==> src/rtl/i2cm_pkg.sv <==
// Shared types and constants for the I2C master byte engine.
`timescale 1ns / 1ps

package i2cm_pkg;

	localparam int unsigned BITS_PER_BYTE = 8;
	localparam int unsigned QUEUE_DEPTH   = 4;
	localparam logic [15:0] PHASE_RESET   = 16'd100;

	typedef enum logic [2:0] {
		OP_START   = 3'd0,
		OP_STOP    = 3'd1,
		OP_SEND    = 3'd2,
		OP_WAITACK = 3'd3,
		OP_RECV    = 3'd4,
		OP_ACK     = 3'd5,
		OP_NACK    = 3'd6
	} op_t;

	typedef enum logic [1:0] {
		ST_OK     = 2'd0,
		ST_BUSY   = 2'd1,
		ST_BUSERR = 2'd2
	} status_t;

	// step index of the running command, idle when zero
	typedef enum logic [3:0] {
		SEQ_IDLE = 4'd0,
		SEQ_A1   = 4'd1,
		SEQ_A2   = 4'd2,
		SEQ_A3   = 4'd3,
		SEQ_A4   = 4'd4,
		SEQ_A5   = 4'd5
	} seq_t;

	typedef struct packed {
		logic       cmd_valid;
		logic [2:0] opcode;
		logic [7:0] tx_byte;
		logic       sda_in;
	} in_item_t;

	typedef struct packed {
		logic       scl_out;
		logic       sda_out;
		logic       busy_res;
		logic       done_res;
		logic [7:0] rx_byte;
		logic       ack_seen;
		logic [1:0] status;
	} out_item_t;

	// decode stage output: take marks a command that may start
	typedef struct packed {
		logic       take;
		op_t        op;
		logic [7:0] tx_byte;
		logic       sda;
	} cls_item_t;

endpackage

==> src/rtl/i2cm_fifo.sv <==
// Short fall-through queue between the decode stage and the bit engine.
`timescale 1ns / 1ps

module i2cm_fifo
	import i2cm_pkg::*;
#(
	parameter int unsigned DEPTH = QUEUE_DEPTH
) (
	input  logic      clk,
	input  logic      arst_n,
	input  logic      push,
	input  cls_item_t push_item,
	output logic      push_rdy,
	input  logic      pop,
	output cls_item_t pop_item,
	output logic      empty
);

	localparam int unsigned PW = $clog2(DEPTH);
	localparam int unsigned CW = $clog2(DEPTH + 1);
	localparam logic [CW-1:0] FULL_CNT = CW'(DEPTH);
	localparam logic [PW-1:0] LAST_PTR = PW'(DEPTH - 1);

	cls_item_t         mem_q [DEPTH];
	logic [PW-1:0]     wptr_q;
	logic [PW-1:0]     rptr_q;
	logic [CW-1:0]     count_q;
	logic              full;
	logic              do_push;
	logic              do_pop;

	assign full     = (count_q == FULL_CNT);
	assign empty    = (count_q == '0);
	assign push_rdy = !full;
	assign do_push  = push && !full;
	assign do_pop   = pop && !empty;
	assign pop_item = mem_q[rptr_q];

	always_ff @(posedge clk) begin
		if (do_push) begin
			mem_q[wptr_q] <= push_item;
		end
	end

	always_ff @(posedge clk or negedge arst_n) begin
		if (!arst_n) begin
			wptr_q  <= '0;
			rptr_q  <= '0;
			count_q <= '0;
		end else begin
			if (do_push) wptr_q <= (wptr_q == LAST_PTR) ? '0 : wptr_q + 1'b1;
			if (do_pop)  rptr_q <= (rptr_q == LAST_PTR) ? '0 : rptr_q + 1'b1;
			if (do_push && !do_pop) begin
				count_q <= count_q + 1'b1;
			end else if (do_pop && !do_push) begin
				count_q <= count_q - 1'b1;
			end
		end
	end

	a_cnt_range: assert property (@(posedge clk) disable iff (!arst_n)
		count_q <= FULL_CNT)
		else $error("queue fill count beyond depth");

	a_no_overrun: assert property (@(posedge clk) disable iff (!arst_n)
		push && full |=> count_q == FULL_CNT || $past(pop))
		else $error("queue overrun lost an entry");

	a_no_underrun: assert property (@(posedge clk) disable iff (!arst_n)
		pop |-> !empty)
		else $error("engine stepped on an empty queue");

endmodule

==> config.mk <==
export PLATFORM = sky130hd
export DESIGN_NAME = i2cm_fifo
export DESIGN_NICKNAME = d
export VERILOG_FILES = /design/src/rtl/i2cm_pkg.sv /design/src/rtl/i2cm_fifo.sv
export SDC_FILE = /design/constraint.sdc
export NUM_CORES = 1
export LEC_CHECK = 0
export ABC_CLOCK_PERIOD_IN_PS = 2250
export BUFFER_PORTS_ARGS = -buffer_cell sky130_fd_sc_hd__buf_2
export CAP_MARGIN = 20
export CORE_MARGIN = 2
export CORE_UTILIZATION = 42
export CTS_CLUSTER_DIAMETER = 100
export DETAILED_ROUTE_END_ITERATION = 7
export GPL_TIMING_DRIVEN = 0
export PLACE_DENSITY_LB_ADDON = 0.05
export SYNTH_ARGS = -nofsm -noshare
export SYNTH_HDL_FRONTEND = slang
export SYNTH_SLANG_ARGS = --single-unit
==> constraint.sdc <==
create_clock -name clk -period 2.25 [get_ports clk]
set_input_delay 0.45 -clock clk [delete_from_list [all_inputs] [get_ports clk]]
set_output_delay 0.45 -clock clk [all_outputs]
set_load 0.1 [all_outputs]
# Word level (Yosys, flattened, before mapping)

Memory sizes are Yosys's and may differ from the RTL's.
Cells that the tools add are included.

Reduce and logical (&&, ||, !) cells: 10
Equal/unequal tests: 3
Multiplexer cells: 6
Add/sub/neg operators: 4

Operators with widths:

| operator                                          | count |
|---|---|
| 2-to-1 mux 3 bit                                  | 2 |
| adder 2 x 1 -> 2 bit (second input constant)      | 2 |
| == test 2 bit (second input constant)             | 2 |
| logical AND 1 bit                                 | 4 |
| zero test 1 bit                                   | 4 |
| 2-to-1 mux 2 bit                                  | 2 |
| adder 3 x 1 -> 3 bit (second input constant)      | 1 |
| == test 3 bit (second input constant)             | 1 |
| zero test 3 bit                                   | 1 |
| subtractor 3 x 1 -> 3 bit (second input constant) | 1 |
| 2-to-1 mux 1 bit                                  | 2 |
| nonzero test 2 bit                                | 1 |

Memories kept: 1
RAM bits: 52
Output and inout port bits: 15
Bits of input ports: 17
Logic and storage cells: 27
Bits in registers: 7

Memories:

| memory | depth | bits a word | read ports | clocked after memory_dff | write ports | line            | source |
|---|---|---|---|---|---|---|---|
| mem_q  | 4     | 13          | 1          | 0                        | 1           | i2cm_fifo.sv:24 | `cls_item_t mem_q [DEPTH];` |

# Longest topological paths before layout

Gate-level depths: netlist of run 1.

Word-level depth: 7
Mapped depth: 8
Gate-level depth less buffers: 8

# Worst setup path before layout of run 1

No wires, ideal clock.

Path kind: register -> output
Start point: reg count_q[0]
End point: out empty
Buffers on the path: 0
Data required time: 1800 ps
Arrival: 2518 ps
Cell stages (with the launch flop): 2
Path slack: -718 ps
Path through: dfrtp_1 nor3_1

Word-level cells in the longest chain between the ends: 1

RTL lines:

| what                   | line            | source |
|---|---|---|
| start, declared        | i2cm_fifo.sv:27 | `logic [CW-1:0] count_q;` |
| start signal, assigned | i2cm_fifo.sv:54 | `count_q <= count_q + 1'b1;` |
| start signal, assigned | i2cm_fifo.sv:56 | `count_q <= count_q - 1'b1;` |
| zero test 3 bit        | i2cm_fifo.sv:33 | `assign empty = (count_q == '0);` |
| end, declared          | i2cm_fifo.sv:16 | `output logic empty` |

No other way between the ends.

# Worst setup path after layout of run 1

Start point: reg count_q[0]
End point: reg count_q[1]

Word-level cells in the longest chain between the ends: 6
Elaborated cells between the ends (all ways): 15
Classes of those cells: 2 x add/sub; 1 x eq/ne; 2 x mux; 10 x reduce/logical

RTL lines:

| what                                | line            | source |
|---|---|---|
| == test 3 bit *                     | i2cm_fifo.sv:32 | `assign full = (count_q == FULL_CNT);` |
| zero test 1 bit *                   | i2cm_fifo.sv:35 | `assign do_push = push && !full;` |
| logical AND 1 bit *                 | i2cm_fifo.sv:35 |  |
| via do_push                         | i2cm_fifo.sv:29 | `logic do_push;` |
| zero test 1 bit                     | i2cm_fifo.sv:55 | `end else if (do_pop && !do_push) begin` |
| logical AND 1 bit                   | i2cm_fifo.sv:55 |  |
| nonzero test 2 bit (no source line) | n/a             |  |

Mark *: on every way through the listed nets, which the timed path passes. The rest lies on a longest branch. The select of a mux whose other input is x is not followed.
A chain may end at the register's enable or synchronous reset.

==> flow_metrics.py, run 1 <==
metrics = {
    "synthesis": {
        "yosys_warnings": 0,
        "netlist_area_mm2": 0.002312,
        "synth.top_cell.area_share_pct": 67.53,
        "syn_avg_cell_area_um2": 22.23,
        "synth_cells": 104,
        "synth_area_leaders": "edfxtp_1 (68%), mux4_2 (13%), dfrtp_1 (7.6%)",
        "synth-seq-cells": 59,
        "netlist-cell-type-count": 18,
        "yosysSeqAreaShare_pct": 75.11,
        "synthesis.nets": 128,
        "yosys.area.top_type": "edfxtp_1",
    },
    "run": {
        "max_cap_violations": 0,
    },
    "clock_tree": {
        "path_clk_slew_ns": 0.06,
        "cts_sinks": 59,
        "numCtsBuffers": 9,
        "clk_path_buf_depth": 2,
        "clock_latency_ns": 0.32,
        "clockRootBuffer": "clkbuf_8",
        "cts_tree": "built",
        "h-tree-depth": 3,
    },
    "worst_setup_path": {
        "cp-startpoint": "count_q[0]",
        "path_class": "register to register",
        "reg2reg_from": "count_q[0]",
        "startpoint_type": "register",
        "path_max_fanout": 6,
        "critPathRequiredTime_ns": 2.46,
        "worstRegToRegCells": 6,
        "r2r_slack_ns": 0.09,
        "worstPathArrival_ns": 2.37,
        "r2r_end": "count_q[1]",
        "end_kind": "register",
    },
    "global_route": {
        "overflow": 0,
        "first_global_vias": 1158,
        "grt_pass1_wl_um": 5644,
        "grt_max_degree": 14,
        "gr-usage-all-layers_pct": 13.21,
        "busiest_layer": "met2",
        "antenna_found_initial": 0,
        "grt_util_met3_pct": 3.103,
        "grt_use_met2_pct": 22.50,
        "grt.met1_usage_pct": 14.70,
    },
    "layout": {
        "final_common_cell": "edfxtp_1",
        "area_growth_pct": 22.62,
        "nets": 173,
        "layout_common_cells": "edfxtp_1 (52), buf_2 (22), mux4_2 (13), clkbuf_8 (9), buf_6 (8)",
        "drive_above_1_share_pct": 48.70,
        "antenna_cells": 0,
        "post-route-util_pct": 52.45,
    },
    "placed_design": {
        "io_buffers": 31,
        "hpwl_um": 2368,
        "gp_congestion": 0.7116,
        "dp_slack_ns": -0.02993,
    },
    "drt": {
        "drc": 0,
        "vias": 1105,
        "ant_nets": 0,
        "drt_iter0_drc": 26,
        "drt-total-wl_um": 3711,
        "vias_per_cell": 4.889,
        "first_pass_iters": 4,
        "wl_per_cell_um": 16.42,
    },
    "floorplanning": {
        "die_y_um": 78.20,
        "initial_utilization_pct": 42.78,
        "die_area_mm2": 0.006114,
        "core-area_mm2": 0.005405,
        "die_w_um": 78.20,
        "num_rows": 27,
        "ios": 32,
    },
    "sta": {
        "hold_violations": 0,
        "finalSetupViolations": 0,
        "period_share_pct": 96.09,
        "tightestPinTransition_ns": 0.4881,
        "slew_viol_final": 0,
        "max_freq_ghz": 0.4625,
        "rsz0062_at_grt": "no",
        "min_period_ns": 2.162,
        "relSlewSlack_pct": 67.69,
        "skew_ns": 0.002763,
        "finalWorstSetupSlack_ns": 0.08793,
    },
    "hold_path": {
        "min-delay-start": "push_item[9]",
        "whs_path_depth": 1,
        "hp-class": "input pin to register",
        "hold_path_end": "mem_q[3][9]",
    },
    "outcome": {
        "status": "complete, no violations",
    },
}
[cell type report]
type                            instances  area (µm²)
Clock inverter                          6       32.53
Clock buffer                           10       127.6
Multi-Input combinational cell         39       561.8
Sequential cell                        59        1737
Tap cell                               72       90.09
Buffer                                  3       38.79
Timing Repair Buffer                   34       236.5
Inverter                                3       11.26
Fill cell                             450        2570
[through the flow]
step	TNS [ns]	hold slack, ns	instance area [µm²]	std cells
3_5_place_dp	-0.1591	0.2951	2565	207
3_3_place_gp	-0.07859	0.2916	2565	207
2_1_floorplan	0	0.1544	2320	104
4_1_cts	0	0.3228	2810	224
5_1_grt	0	0.3282	2835	226
6_report	0	0.3390	2835	226
[state kept, by name, summed over array words and instances, names as in the netlist]
signal / flops
rptr_q: 2
wptr_q: 2
mem_q: 52
count_q: 3
[critical path, stage by stage, from the launching register on]
cell	delay, ns
dfrtp_1	0.46
or3b_4	0.46
and2_4	0.18
ha_2	0.19
inv_1	0.06
fa_1	0.42
mux2_2	0.28
[what timing repair did]
item,in CTS,in global routing
hold buffers,1,0
pin swaps,0,0
gates cloned,0,0
endpoints found under the hold margin,7,0
setup endpoints to repair,10,9
resized for setup,23,3
buffers inserted,0,2
[worst max path at each step]
stage / endpoint
global route: pop_item[10]
CTS: pop_item[0]
finish: count_q[1]
floorplan: count_q[1]
global placement: pop_item[8]
detailed placement: pop_item[6]
[synthesized netlist by cell type (all sizes together)]
cell type,n
dfrtp,7
mux2,4
or3b,1
o31ai,1
and3,4
buf,3
xnor2,1
nor3,2
nor2,2
fa,1
mux4,13
ha,6
inv,3
and2,1
a21o,1
edfxtp,52
xor2,2
[layer usage]
layer	vias to the layer above	routed length, µm
met5	-	0
met2	29	1961
met3	10	153
met4	0	93
met1	552	1502
li1	514	-
[kinds of logic after synthesis]
family                     Yosys count  synth area share (%)
buffers and inverters                6                 1.136
xor gates and xnor gates             3                 1.137
DFF                                 59                 75.11
AOI/OAI and AO/OA                    2                0.6496
muxes                               17                 14.94
adders and majority gates            7                 4.113
and+or+nand+nor                     10                 2.922
Power of run 1 is left out: the tool's default activity adds up to more than one toggle a clock period on the data nets, which glitch-free logic cannot reach.
==> inputs of run 2 (changes only) <==
CORE_UTILIZATION = 55   (was 42)
PLACE_DENSITY = 0.74   (was not set)
PLACE_DENSITY_LB_ADDON = not set   (was 0.05)
==> flow_metrics.py, run 2 (synthesis gave the netlist of run 1 again) <==
metrics = {
    "drt": {
        "wl_per_cell_um": 18.36,
        "vias": 1133,
        "first_pass_iters": 4,
        "drc": 0,
        "drt_iter0_drc": 80,
        "drt-total-wl_um": 3745,
        "vias_per_cell": 5.554,
        "ant_nets": 0,
    },
    "outcome": {
        "status": "complete, no violations",
    },
    "clock_tree": {
        "clock_latency_ns": 0.33,
        "clk_path_buf_depth": 2,
        "cts_tree": "built",
        "cts_sinks": 59,
        "h-tree-depth": 3,
        "numCtsBuffers": 9,
        "path_clk_slew_ns": 0.06,
        "clockRootBuffer": "clkbuf_8",
    },
    "worst_setup_path": {
        "worstPathArrival_ns": 2.38,
        "critPathRequiredTime_ns": 2.46,
        "startpoint_type": "register",
        "end_kind": "register",
        "path_max_fanout": 6,
        "path_class": "register to register",
    },
    "layout": {
        "largest_reg_flops": 52,
        "area_growth_pct": 21.43,
        "final_common_cell": "edfxtp_1",
        "nets": 173,
        "regMostFlops": "mem_q",
        "reg_top3": "mem_q: 52 flops, count_q: 3 flops",
        "post-route-util_pct": 69.69,
        "drive_above_1_share_pct": 46.75,
        "layout_common_cells": "edfxtp_1 (52), buf_2 (22), mux4_2 (13), clkbuf_8 (9)",
        "antenna_cells": 0,
    },
    "floorplanning": {
        "die_y_um": 68.84,
        "die_area_mm2": 0.004739,
        "initial_utilization_pct": 57.39,
        "ios": 32,
        "num_rows": 23,
        "core-area_mm2": 0.004029,
        "die_w_um": 68.84,
    },
    "run": {
        "max_cap_violations": 0,
    },
    "global_route": {
        "gr-usage-all-layers_pct": 18.79,
        "first_global_vias": 1185,
        "grt_max_degree": 14,
        "grt_pass1_wl_um": 5740,
        "antenna_found_initial": 0,
        "overflow": 0,
    },
    "sta": {
        "min_period_ns": 2.176,
        "max_freq_ghz": 0.4595,
        "period_share_pct": 96.73,
        "hold_violations": 0,
        "tightestPinTransition_ns": 0.4910,
        "rsz0062_at_grt": "no",
        "relSlewSlack_pct": 67.49,
        "finalSetupViolations": 0,
        "slew_viol_final": 0,
        "skew_ns": 0.007049,
    },
    "placed_design": {
        "hpwl_um": 2458,
        "io_buffers": 31,
        "gp_congestion": 0.6638,
    },
    "hold_path": {
        "hp-class": "input pin to register",
    },
}
run 2: cell types whose count changed in the layout (fill, tap and decap cells not counted), sizes merged:
cell and change:
clkinv +1, clkinvlp -2, clkbuf +1
run 2: final timing paths:
check	from	to	slack (ns)	cells past startpoint
worst max-delay path	count_q[0]	count_q[1]	0.07	6
max in group asynchronous	arst_n	count_q[2]	1.60	2
worst max register to register	count_q[0]	count_q[1]	0.07	6
min in group asynchronous	arst_n	wptr_q[1]	0.49	2
worst min-delay path	push_item[4]	mem_q[3][4]	0.34	1
worst min register to register	count_q[2]	count_q[2]	0.56	1
run 2: cell type report:
cell class	instances	area, µm²
multi-input combinational	39	561.8
sequential	59	1737
timing repair buffer	34	245.2
fill	258	1221
tap	50	62.56
inverter	3	11.26
clock inverter	5	20.02
buffer	3	38.79
clock buffer	11	131.4
run 2: what timing repair did:
| action | 4_1_cts | 5_1_grt |
|---|---|---|
| setup buffers | 0 | 2 |
| endpoints found under the setup margin | 11 | 9 |
| endpoints found under the hold margin | 7 | 0 |
| gates resized for setup | 18 | 7 |
| hold buffers | 1 | 0 |
run 2: critical path: stages (launching register included):
cell     delay (ns)
dfrtp_1        0.47
or3b_4         0.47
and2_4         0.18
ha_2           0.20
inv_1          0.06
fa_1           0.41
mux2_2         0.27
run 2: through the flow:
stage               worst slack (ns)  hold WS, ns  TNS [ns]  std cells  cell area (µm²)
finish                       0.07352       0.3368         0        204             2808
global route                0.007027       0.3253         0        204             2808
CTS                         0.009227       0.3244         0        202             2754
detailed placement          -0.01842       0.2912  -0.03136        185             2537
global placement            0.007963       0.2886         0        185             2537
floorplan                    0.01427       0.1544         0        104             2320
run 2: routing by layer:
layer  wire (µm)  global-route usage [%]  vias up
met5           0                       0        -
met4          90                   10.29        0
met3         164                   6.331        9
met2        1982                   30.77       27
met1        1507                   21.89      583
li1            -                       -      514
Power of run 2 is left out for the same reason.
