--- config.mk ---
export PLATFORM = sky130hd
export DESIGN_NAME = i2cm_back_flat
export DESIGN_NICKNAME = d
export VERILOG_FILES = /design/src/rtl/i2cm_pkg.sv /design/src/rtl/i2cm_stream_if.sv /design/src/rtl/i2cm_back.sv /design/src/flat_wrapper.sv
export SDC_FILE = /design/constraint.sdc
export NUM_CORES = 1
export LEC_CHECK = 0
export BUFFER_PORTS_ARGS = -buffer_cell sky130_fd_sc_hd__buf_2
export CORE_UTILIZATION = 40
export DETAILED_ROUTE_END_ITERATION = 8
export PLACE_DENSITY = 0.61
export SLEW_MARGIN = 5
export SYNTH_ARGS = -nofsm -noshare
export SYNTH_HDL_FRONTEND = slang
export SYNTH_SLANG_ARGS = --single-unit
--- constraint.sdc ---
create_clock -name clk -period 2.4 [get_ports clk]
set_input_delay 0.24 -clock clk [delete_from_list [all_inputs] [get_ports clk]]
set_output_delay 0.24 -clock clk [all_outputs]
set_load 0.02 [all_outputs]
--- src/rtl/i2cm_pkg.sv ---
// Shared types and constants for the I2C master byte engine.
`timescale 1ns / 1ps

package i2cm_pkg;

	localparam int unsigned BITS_PER_BYTE = 8;
	localparam int unsigned QUEUE_DEPTH   = 4;
	localparam logic [15:0] PHASE_RESET   = 16'd100;

	typedef enum logic [2:0] {
		OP_START   = 3'd0,
		OP_STOP    = 3'd1,
		OP_SEND    = 3'd2,
		OP_WAITACK = 3'd3,
		OP_RECV    = 3'd4,
		OP_ACK     = 3'd5,
		OP_NACK    = 3'd6
	} op_t;

	typedef enum logic [1:0] {
		ST_OK     = 2'd0,
		ST_BUSY   = 2'd1,
		ST_BUSERR = 2'd2
	} status_t;

	// step index of the running command, idle when zero
	typedef enum logic [3:0] {
		SEQ_IDLE = 4'd0,
		SEQ_A1   = 4'd1,
		SEQ_A2   = 4'd2,
		SEQ_A3   = 4'd3,
		SEQ_A4   = 4'd4,
		SEQ_A5   = 4'd5
	} seq_t;

	typedef struct packed {
		logic       cmd_valid;
		logic [2:0] opcode;
		logic [7:0] tx_byte;
		logic       sda_in;
	} in_item_t;

	typedef struct packed {
		logic       scl_out;
		logic       sda_out;
		logic       busy_res;
		logic       done_res;
		logic [7:0] rx_byte;
		logic       ack_seen;
		logic [1:0] status;
	} out_item_t;

	// decode stage output: take marks a command that may start
	typedef struct packed {
		logic       take;
		op_t        op;
		logic [7:0] tx_byte;
		logic       sda;
	} cls_item_t;

endpackage

--- src/rtl/i2cm_stream_if.sv ---
// Valid/ready channel carrying one payload per beat.
`timescale 1ns / 1ps

interface i2cm_stream_if #(parameter type payload_t = logic);
	logic     valid;
	logic     ready;
	payload_t data;

	modport source (output valid, output data, input ready);
	modport sink   (input valid, input data, output ready);
endinterface

--- src/rtl/i2cm_back.sv ---
// Bit engine: runs one tick per queued entry and registers the result beat.
`timescale 1ns / 1ps

module i2cm_back
	import i2cm_pkg::*;
(
	input  logic          clk,
	input  logic          arst_n,
	input  cls_item_t     pop_item,
	input  logic          empty,
	output logic          pop,
	i2cm_stream_if.source out_ch,
	i2cm_stream_if.sink   cfg_ch
);

	localparam logic [3:0] BYTE_BITS = 4'(BITS_PER_BYTE);

	logic [15:0] phase_cfg_q;
	seq_t        seq_q;
	logic [15:0] phase_q;
	logic [3:0]  bit_q;
	logic [7:0]  shift_q;
	op_t         aop_q;
	logic        scl_q, sda_q, ack_q;
	logic [7:0]  rx_q;

	logic        ov_q;
	out_item_t   out_q;

	logic        idle, start_cmd, act;
	op_t         cur_op;
	logic [3:0]  step;
	logic [7:0]  shift_base;
	logic [3:0]  bit_base, bit_inc;
	logic        sda;

	seq_t        seq_nxt;
	logic        fin, cont;
	status_t     st;
	logic [15:0] phase_nxt;
	logic [7:0]  shift_nxt, rx_nxt;
	logic [3:0]  bit_nxt;
	logic        scl_nxt, sda_nxt, ack_nxt;
	out_item_t   res;

	assign cfg_ch.ready = 1'b1;
	assign pop          = !empty && (!ov_q || out_ch.ready);

	assign sda        = pop_item.sda;
	assign idle       = (seq_q == SEQ_IDLE);
	assign start_cmd  = idle && pop_item.take;
	assign act        = start_cmd || (!idle && phase_q <= 16'd1);
	assign cur_op     = start_cmd ? pop_item.op : aop_q;
	assign step       = start_cmd ? 4'd0 : (4'(seq_q) - 4'd1);
	assign shift_base = start_cmd ? pop_item.tx_byte : shift_q;
	assign bit_base   = start_cmd ? 4'd0 : bit_q;
	assign bit_inc    = bit_base + 4'd1;

	// sequencing: which step comes next, and whether this tick finishes
	always_comb begin
		fin     = 1'b0;
		cont    = 1'b0;
		st      = ST_OK;
		seq_nxt = seq_q;
		if (act) begin
			case (cur_op)
				OP_START: begin
					if (step == 4'd0) begin
						cont = 1'b1;
					end else if (step == 4'd1) begin
						if (!sda) begin fin = 1'b1; st = ST_BUSY; end
						else cont = 1'b1;
					end else if (step == 4'd2) begin
						if (sda) begin fin = 1'b1; st = ST_BUSERR; end
						else cont = 1'b1;
					end else begin
						fin = 1'b1;
					end
				end
				OP_STOP, OP_ACK, OP_NACK: begin
					if (step <= 4'd3) cont = 1'b1;
					else fin = 1'b1;
				end
				OP_WAITACK: begin
					if (step <= 4'd2) cont = 1'b1;
					else fin = 1'b1;
				end
				OP_SEND: begin
					if (step <= 4'd2) cont = 1'b1;
					else if (bit_inc >= BYTE_BITS) fin = 1'b1;
					else cont = 1'b1;
				end
				default: begin
					if (step <= 4'd1) cont = 1'b1;
					else if (bit_inc >= BYTE_BITS) fin = 1'b1;
					else cont = 1'b1;
				end
			endcase
			if (fin) begin
				seq_nxt = SEQ_IDLE;
			end else if ((cur_op == OP_SEND && step >= 4'd3) ||
			             (cur_op == OP_RECV && step >= 4'd2)) begin
				seq_nxt = SEQ_A2;
			end else begin
				seq_nxt = seq_t'(step + 4'd2);
			end
		end
	end

	// datapath and pin drive for this tick
	always_comb begin
		scl_nxt   = scl_q;
		sda_nxt   = sda_q;
		ack_nxt   = ack_q;
		rx_nxt    = rx_q;
		shift_nxt = shift_base;
		bit_nxt   = bit_base;
		if (act) begin
			case (cur_op)
				OP_START: begin
					if (step == 4'd0) begin
						sda_nxt = 1'b1;
						scl_nxt = 1'b1;
					end else if ((step == 4'd1 && sda) || (step == 4'd2 && !sda)) begin
						sda_nxt = 1'b0;
					end
				end
				OP_STOP: begin
					if (step == 4'd0)      scl_nxt = 1'b0;
					else if (step == 4'd1) sda_nxt = 1'b0;
					else if (step == 4'd2) scl_nxt = 1'b1;
					else if (step == 4'd3) sda_nxt = 1'b1;
				end
				OP_ACK, OP_NACK: begin
					if (step == 4'd0)      scl_nxt = 1'b0;
					else if (step == 4'd1) sda_nxt = (cur_op == OP_NACK);
					else if (step == 4'd2) scl_nxt = 1'b1;
					else if (step == 4'd3) scl_nxt = 1'b0;
				end
				OP_WAITACK: begin
					if (step == 4'd0)      scl_nxt = 1'b0;
					else if (step == 4'd1) sda_nxt = 1'b1;
					else if (step == 4'd2) scl_nxt = 1'b1;
					else begin
						ack_nxt = !sda;
						scl_nxt = 1'b0;
					end
				end
				OP_SEND: begin
					if (step == 4'd0) begin
						scl_nxt = 1'b0;
					end else if (step == 4'd1) begin
						sda_nxt   = shift_base[7];
						shift_nxt = {shift_base[6:0], 1'b0};
					end else if (step == 4'd2) begin
						scl_nxt = 1'b1;
					end else begin
						scl_nxt = 1'b0;
						bit_nxt = bit_inc;
					end
				end
				default: begin
					if (step == 4'd0) begin
						sda_nxt = 1'b1;
						scl_nxt = 1'b0;
					end else if (step == 4'd1) begin
						scl_nxt = 1'b1;
					end else begin
						shift_nxt = {shift_base[6:0], sda};
						scl_nxt   = 1'b0;
						bit_nxt   = bit_inc;
						if (bit_inc >= BYTE_BITS) rx_nxt = {shift_base[6:0], sda};
					end
				end
			endcase
		end

		if (fin) begin
			phase_nxt = 16'd0;
		end else if (cont) begin
			phase_nxt = (phase_cfg_q == 16'd0) ? 16'd1 : phase_cfg_q;
		end else if (!idle) begin
			phase_nxt = phase_q - 16'd1;
		end else begin
			phase_nxt = phase_q;
		end

		res.scl_out  = scl_nxt;
		res.sda_out  = sda_nxt;
		res.busy_res = (seq_nxt != SEQ_IDLE);
		res.done_res = fin;
		res.rx_byte  = rx_nxt;
		res.ack_seen = ack_nxt;
		res.status   = st;
	end

	always_ff @(posedge clk or negedge arst_n) begin
		if (!arst_n) begin
			phase_cfg_q <= PHASE_RESET;
		end else if (cfg_ch.valid) begin
			phase_cfg_q <= cfg_ch.data;
		end
	end

	always_ff @(posedge clk or negedge arst_n) begin
		if (!arst_n) begin
			seq_q   <= SEQ_IDLE;
			phase_q <= 16'd0;
			bit_q   <= 4'd0;
			shift_q <= 8'd0;
			aop_q   <= OP_START;
			scl_q   <= 1'b1;
			sda_q   <= 1'b1;
			ack_q   <= 1'b0;
			rx_q    <= 8'd0;
		end else if (pop) begin
			seq_q   <= seq_nxt;
			phase_q <= phase_nxt;
			bit_q   <= bit_nxt;
			shift_q <= shift_nxt;
			if (start_cmd) aop_q <= cur_op;
			scl_q   <= scl_nxt;
			sda_q   <= sda_nxt;
			ack_q   <= ack_nxt;
			rx_q    <= rx_nxt;
		end
	end

	always_ff @(posedge clk or negedge arst_n) begin
		if (!arst_n) begin
			ov_q <= 1'b0;
		end else if (pop) begin
			ov_q <= 1'b1;
		end else if (out_ch.ready) begin
			ov_q <= 1'b0;
		end
	end

	always_ff @(posedge clk) begin
		if (pop) begin
			out_q <= res;
		end
	end

	assign out_ch.valid = ov_q;
	assign out_ch.data  = out_q;

	a_idle_no_phase: assert property (@(posedge clk) disable iff (!arst_n)
		seq_q == SEQ_IDLE |-> phase_q == 16'd0)
		else $error("phase counter running while idle");

	a_done_not_busy: assert property (@(posedge clk) disable iff (!arst_n)
		ov_q && out_q.done_res |-> !out_q.busy_res && seq_q == SEQ_IDLE)
		else $error("done beat with engine still busy");

	a_status_on_done: assert property (@(posedge clk) disable iff (!arst_n)
		ov_q && !out_q.done_res |-> out_q.status == ST_OK)
		else $error("status set outside a done beat");

	// the counter rests at the byte length once a byte has finished
	a_bits_bounded: assert property (@(posedge clk) disable iff (!arst_n)
		bit_q <= BYTE_BITS)
		else $error("bit counter passed the byte length");

endmodule

--- src/flat_wrapper.sv ---
// flat-port wrapper written by rule: the top's interface ports become plain ports
module i2cm_back_flat import i2cm_pkg::*;
  (clk, arst_n, pop_item, empty, pop, out_ch_valid, out_ch_data, out_ch_ready, cfg_ch_valid, cfg_ch_data, cfg_ch_ready);
  i2cm_stream_if out_ch_i ();
  i2cm_stream_if cfg_ch_i ();
  input  logic clk;
  input  logic arst_n;
  input  cls_item_t pop_item;
  input  logic empty;
  output logic pop;
  output wire logic [$bits(out_ch_i.valid)-1:0] out_ch_valid;
  output wire logic [$bits(out_ch_i.data)-1:0] out_ch_data;
  input wire logic [$bits(out_ch_i.ready)-1:0] out_ch_ready;
  input wire logic [$bits(cfg_ch_i.valid)-1:0] cfg_ch_valid;
  input wire logic [$bits(cfg_ch_i.data)-1:0] cfg_ch_data;
  output wire logic [$bits(cfg_ch_i.ready)-1:0] cfg_ch_ready;
  assign out_ch_valid = out_ch_i.valid;
  assign out_ch_data = out_ch_i.data;
  assign out_ch_i.ready = out_ch_ready;
  assign cfg_ch_i.valid = cfg_ch_valid;
  assign cfg_ch_i.data = cfg_ch_data;
  assign cfg_ch_ready = cfg_ch_i.ready;
  i2cm_back u_core (.clk(clk), .arst_n(arst_n), .pop_item(pop_item), .empty(empty), .pop(pop), .out_ch(out_ch_i), .cfg_ch(cfg_ch_i));
endmodule
### After elaboration in Yosys (flattened, before gate mapping)

Index checks and enable logic that the tools add are counted.

* add/subtract/negate cells: 4
* multiply operators: 0
* divide/modulo/power cells: 0
* magnitude comparators: 7
* eq/ne operators: 9
* shifts and indexed selects: 0
* muxes and demuxes: 44
* bitwise operators: 2
* reduce and logical (&&, ||, !) cells: 22

Operator list (count)
* $mux 16: 3
* $mux 4: 10
* $mux 1: 26
* $le 16x1->1 const B: 1
* $logic_not 16->1: 1
* $sub 16x1->16 const B: 1
* $eq 3x3->1 const B: 3
* $ge 4x2->1 const B: 2
* $le 4x2->1 const B: 2
* $logic_not 4->1: 2
* $pmux 1 s4: 2
* $pmux 4 s2: 1
* $mux 7: 1
* $eq 3x2->1 const B: 2
* $reduce_and 2->1: 3
* $reduce_or 3->1: 2
* $logic_and 1x1->1: 5
* $reduce_or 5->1: 1
* $add 4x1->4 const B: 1
* $add 4x2->4 const B: 1
* $eq 4x1->1 const B: 1
* $eq 4x2->1 const B: 1
* $ge 4x4->1 const B: 1
* $le 4x1->1 const B: 1
* other kinds (9): 14

* bits in registers: 33
* latch bits: 0
* bits in writable memories: 0
* bits in read-only memories: 0
* output and inout port bits: 4
* logic and storage cells: 95
* memories kept: 0

### Depth between registers and ports, before layout

* word-level depth: 12
* depth in mapped cells: 13
* gate-level depth less buffers: 11

### Worst setup path after synthesis

No wires, ideal clock.

* path type: register to register
* start point: reg u_core.seq_q[0]
* end point: reg u_core.phase_q[2]
* library setup time: 65 ps
* arrival time: 2283 ps
* required time: 2335 ps
* path slack: 52 ps
* cell stages (with the launch flop): 9
* buffers on the path: 0
* cell sequence: dfrtp_1 -> inv_1 -> ha_1 -> or2_1 -> o32ai_2 -> a311oi_1 -> nand2b_1 -> o21bai_1 -> o211a_1

* longest elaborated chain between the ends: 12

RTL lines
* start, declared: line i2cm_back.sv:19 `seq_t seq_q;`
* start signal, assigned: line i2cm_back.sv:217 `seq_q <= seq_nxt;`
* $logic_not 4->1: line i2cm_back.sv:50 `assign idle = (seq_q == SEQ_IDLE);`
* $logic_and 1x1->1: line i2cm_back.sv:51 `assign start_cmd = idle && pop_item.take;`
* $mux 4, on equally long branches: line i2cm_back.sv:56, i2cm_back.sv:54
* $add 4x1->4 / $eq 4x2->1 (equally long branches): line i2cm_back.sv:57, i2cm_back.sv:73
* $ge 4x4->1 / $mux 1 (equally long branches): line i2cm_back.sv:90, i2cm_back.sv:95, i2cm_back.sv:73
* $mux 1, on equally long branches: line i2cm_back.sv:90, i2cm_back.sv:95, i2cm_back.sv:70
* $mux 1, on equally long branches: line i2cm_back.sv:94, i2cm_back.sv:68, i2cm_back.sv:89
* $pmux 1 s4: line i2cm_back.sv:66 `case (cur_op)`
* $mux 1 (2 in a row): line i2cm_back.sv:65 `if (act) begin`
* $ne 3x3->1 (no line)
* $reduce_and 2->1 (no line)
* end signal, assigned: line i2cm_back.sv:218 `phase_q <= phase_nxt;`
* end, declared: line i2cm_back.sv:20 `logic [15:0] phase_q;`

Several ways; a longest one is shown, not always the timed one. The select of a mux whose other input is x is not followed.
A chain may end at the register's enable or synchronous reset.

### Worst setup path after layout

Same ends and word-level chain as after synthesis.

==> impl_metrics.ini <==
[synthesis]
synth-simple-area-share_pct = 25.0
synth_area_sq_mm = 0.00228
muxShareOfSynthArea_pct = 2.90
synth_warnings = 0
synth_fa_ha_area_share_pct = 3.84
syn_avg_cell_area_sq_um = 8.62
async_flop_share_pct = 96.8
synth-compound-area-share_pct = 26.2
ys.flop_type = dfrtp_1
synth_edf_count = 1
synth_top_family_by_area = compound AO/OA/AOI/OAI gates
netlist_instances = 265
synth_xor_area_share_pct = 2.68
seq_area_frac_synth_pct = 34.2
synth_nets = 291
ys_types = 65
synth-seq-cells = 31

[critical_path]
rr_startpoint = u_core.seq_q[0]$_DFFE_PN0P_
crit_arrival_ns = 2.44
ff2ff_path_depth = 11
critPathMaxFanout = 6
r2r_slack_ns = 0.12
cp.required_ns = 2.57
endpoint = u_core.phase_q[2]$_DFFE_PN0P_
critical_path_class = flop to flop
regToRegEndpoint = u_core.phase_q[2]$_DFFE_PN0P_
cp-end-kind = flop
cp-start-kind = flop
critPathLaunch = u_core.seq_q[0]$_DFFE_PN0P_

[placed_design]
globalplace.congestion = 0.899
pre_cts_ws_ns = -0.0172
io_buffers = 13
dp_hpwl_mm = 3.96
place_area_sq_mm = 0.00254

[timing]
hold_ws_ns = -0.00483
hold_viol_final = 11
clock.fmax_ghz = 0.439
min_period_ns = 2.28
finalSetupViolCount = 0
setup_slack_ns = 0.123
finalCritPeriodShare_pct = 94.9
maxSlewHeadroom_pct = 54.7
tightest_slew_ns = 0.679
rsz0062_at_grt = yes
final.setup_skew_ns = 0.00995
slew_violations = 0

[clock_tree]
root_buffer = clkbuf_8
cts_tree = done
numCtsBuffers = 5
htree_levels = 2
cts.sinks = 31
clock_latency_ns = 0.28
cts_buffer_depth = 2
path_clk_slew_ns = 0.07
cts_hold_buf = 0

[grt]
grt_max_degree = 31
grt_pass1_vias = 2101
track_usage_pct = 20.2
grt_first_pass_wirelength_mm = 9.62
grt.overflow.total = 0
grt_antenna_before_repair = 0

[drt]
antenna_left = 0
vias_per_cell = 5.66
dr.pass1.iters = 4
vias = 2127
detailedRoute.firstIterationViolations = 75
drc_errors = 0
routed_wirelength_mm = 5.59
avgRoutedWirePerCell_um = 14.9

[finish]
layout_commonest_cell = buf_4
insertedDiodeCount = 0
layout-drive-gt1-share_pct = 24.3
final_cell_mix = buf_4 (30), dfrtp_1 (29), o21ai_0 (25)
fill_cells = 543
final_area_sq_mm = 0.00274
area_growth_pct = 20.1
nets = 329

[power_and_ir_drop]
switchingPower_mw = 1.63
p_leak_nw = 1.21
swShare_pct = 45.0
max-vdd-ir-drop_uv = 589
power_density_mw_per_mm2 = 1320
internal_power_mw = 1.99
p_comb_share_pct = 64.1
p_seq_share_pct = 25.1
clockPowerShare_pct = 10.9

[run_status]
status = finished with violations
violations = hold timing

[floorplanning]
fp.dieW_um = 77.6
dieArea_sq_mm = 0.00601
start_util_pct = 41.5
row_count = 27
die_y_um = 77.6
core-area_sq_mm = 0.00551
io_pins = 23

[min_path]
hold_class = input port to async pin

[flow_run]
maxCapViolations = 0
## Yosys cell counts, types with 5 or more instances
cell | n | area share (%)
a21oi_1 | 8 | 1.8
a22o_1 | 5 | 1.9
and3_1 | 5 | 1.4
dfrtp_1 | 29 | 32
ha_1 | 7 | 3.8
inv_1 | 11 | 1.8
mux2_2 | 5 | 2.5
nand2_1 | 24 | 3.9
nand2b_1 | 5 | 1.4
nand3_1 | 6 | 1.3
nor2_1 | 22 | 3.6
nor3_1 | 17 | 3.7
o21ai_0 | 25 | 5.5
xnor2_1 | 6 | 2.3
## kinds of logic after synthesis
group	count (synthesis)
simple gates	108
compound gates	80
flops	31
buf+inv	25
fa+ha+maj	7
xor+xnor	7
mux	6
other cells	1
## metrics by stage
step,power (mW),std cells,setup TNS (ns),hold slack (ns),utilization (%)
CTS,3.46,371,0,0.0180,48.5
global placement,2.95,358,0,0.321,46.1
global route,3.94,376,-0.0274,0.0575,49.8
finish,3.62,376,0,-0.00483,49.8
detailed placement,2.98,358,-0.0402,0.326,46.1
floorplan,2.37,265,0,-0.0556,-
## cell type report
cell class	instances	area (sq um)	share of cell area [%]
tap	72	90.1	3.29
multi-input combinational	210	1440	52.4
inverter	11	41.3	1.51
timing repair buffer	44	310	11.3
sequential	31	782	28.5
clock buffer	7	76.3	2.78
clock inverter	1	5.00	0.183
## flip-flops by register name, summed over array words and instances (netlist names)
signal	cells
u_core.aop_q	3
u_core.bit_q	4
u_core.out_ch.data	1
u_core.out_ch.valid	1
u_core.phase_cfg_q	2
u_core.phase_q	16
u_core.seq_q	4
## per-layer routing
metal	GRT usage, %	up-vias	share of wire [%]
li1	-	1054	-
met1	26.5	1023	49
met2	32.2	39	46
met3	3.88	11	2.8
met4	8.68	0	1.9
met5	0	-	0
## worst min path at each step
stage                      start                              end  slack, ns  cells after the start
after floorplan           arst_n      u_core.aop_q[0]$_DFFE_PN0P_      -0.06                      0
after global placement    arst_n  u_core.out_ch.valid$_DFFE_PN0P_       0.32                      1
after detailed placement  arst_n  u_core.out_ch.valid$_DFFE_PN0P_       0.33                      1
after CTS                 arst_n    u_core.phase_q[0]$_DFFE_PN0P_       0.02                      1
after global routing      arst_n    u_core.phase_q[0]$_DFFE_PN0P_       0.06                      1
final                     arst_n    u_core.phase_q[0]$_DFFE_PN0P_     -0.005                      1
## worst max-delay path: stages, from the launching register on
cell and delay (ns):
dfrtp_1 0.35, inv_1 0.06, ha_2 0.21, nor4bb_4 0.16, buf_4 0.18, buf_4 0.15, buf_4 0.13, a211o_1 0.24
o211ai_1 0.30, buf_4 0.18, o22ai_1 0.07, o211a_1 0.12
## power by group through the flow
stage	Sequential [mW]	Clock (mW)	Combinational [mW]
6_report	0.906	0.393	2.32
5_1_grt	0.930	0.435	2.57
4_1_cts	0.896	0.407	2.16
3_5_place_dp	0.905	0	2.08
3_3_place_gp	0.901	0	2.05
2_1_floorplan	0.801	0	1.57
## what timing repair did
| action | in CTS | in global routing |
|---|---|---|
| cloned | 0 | 1 |
| endpoints found under the setup margin | 3 | 10 |
| pin swaps | 0 | 5 |
| buffers inserted | 5 | 4 |
| gates resized for setup | 0 | 7 |
No activity file was read; power rests on OpenSTA's default activity.
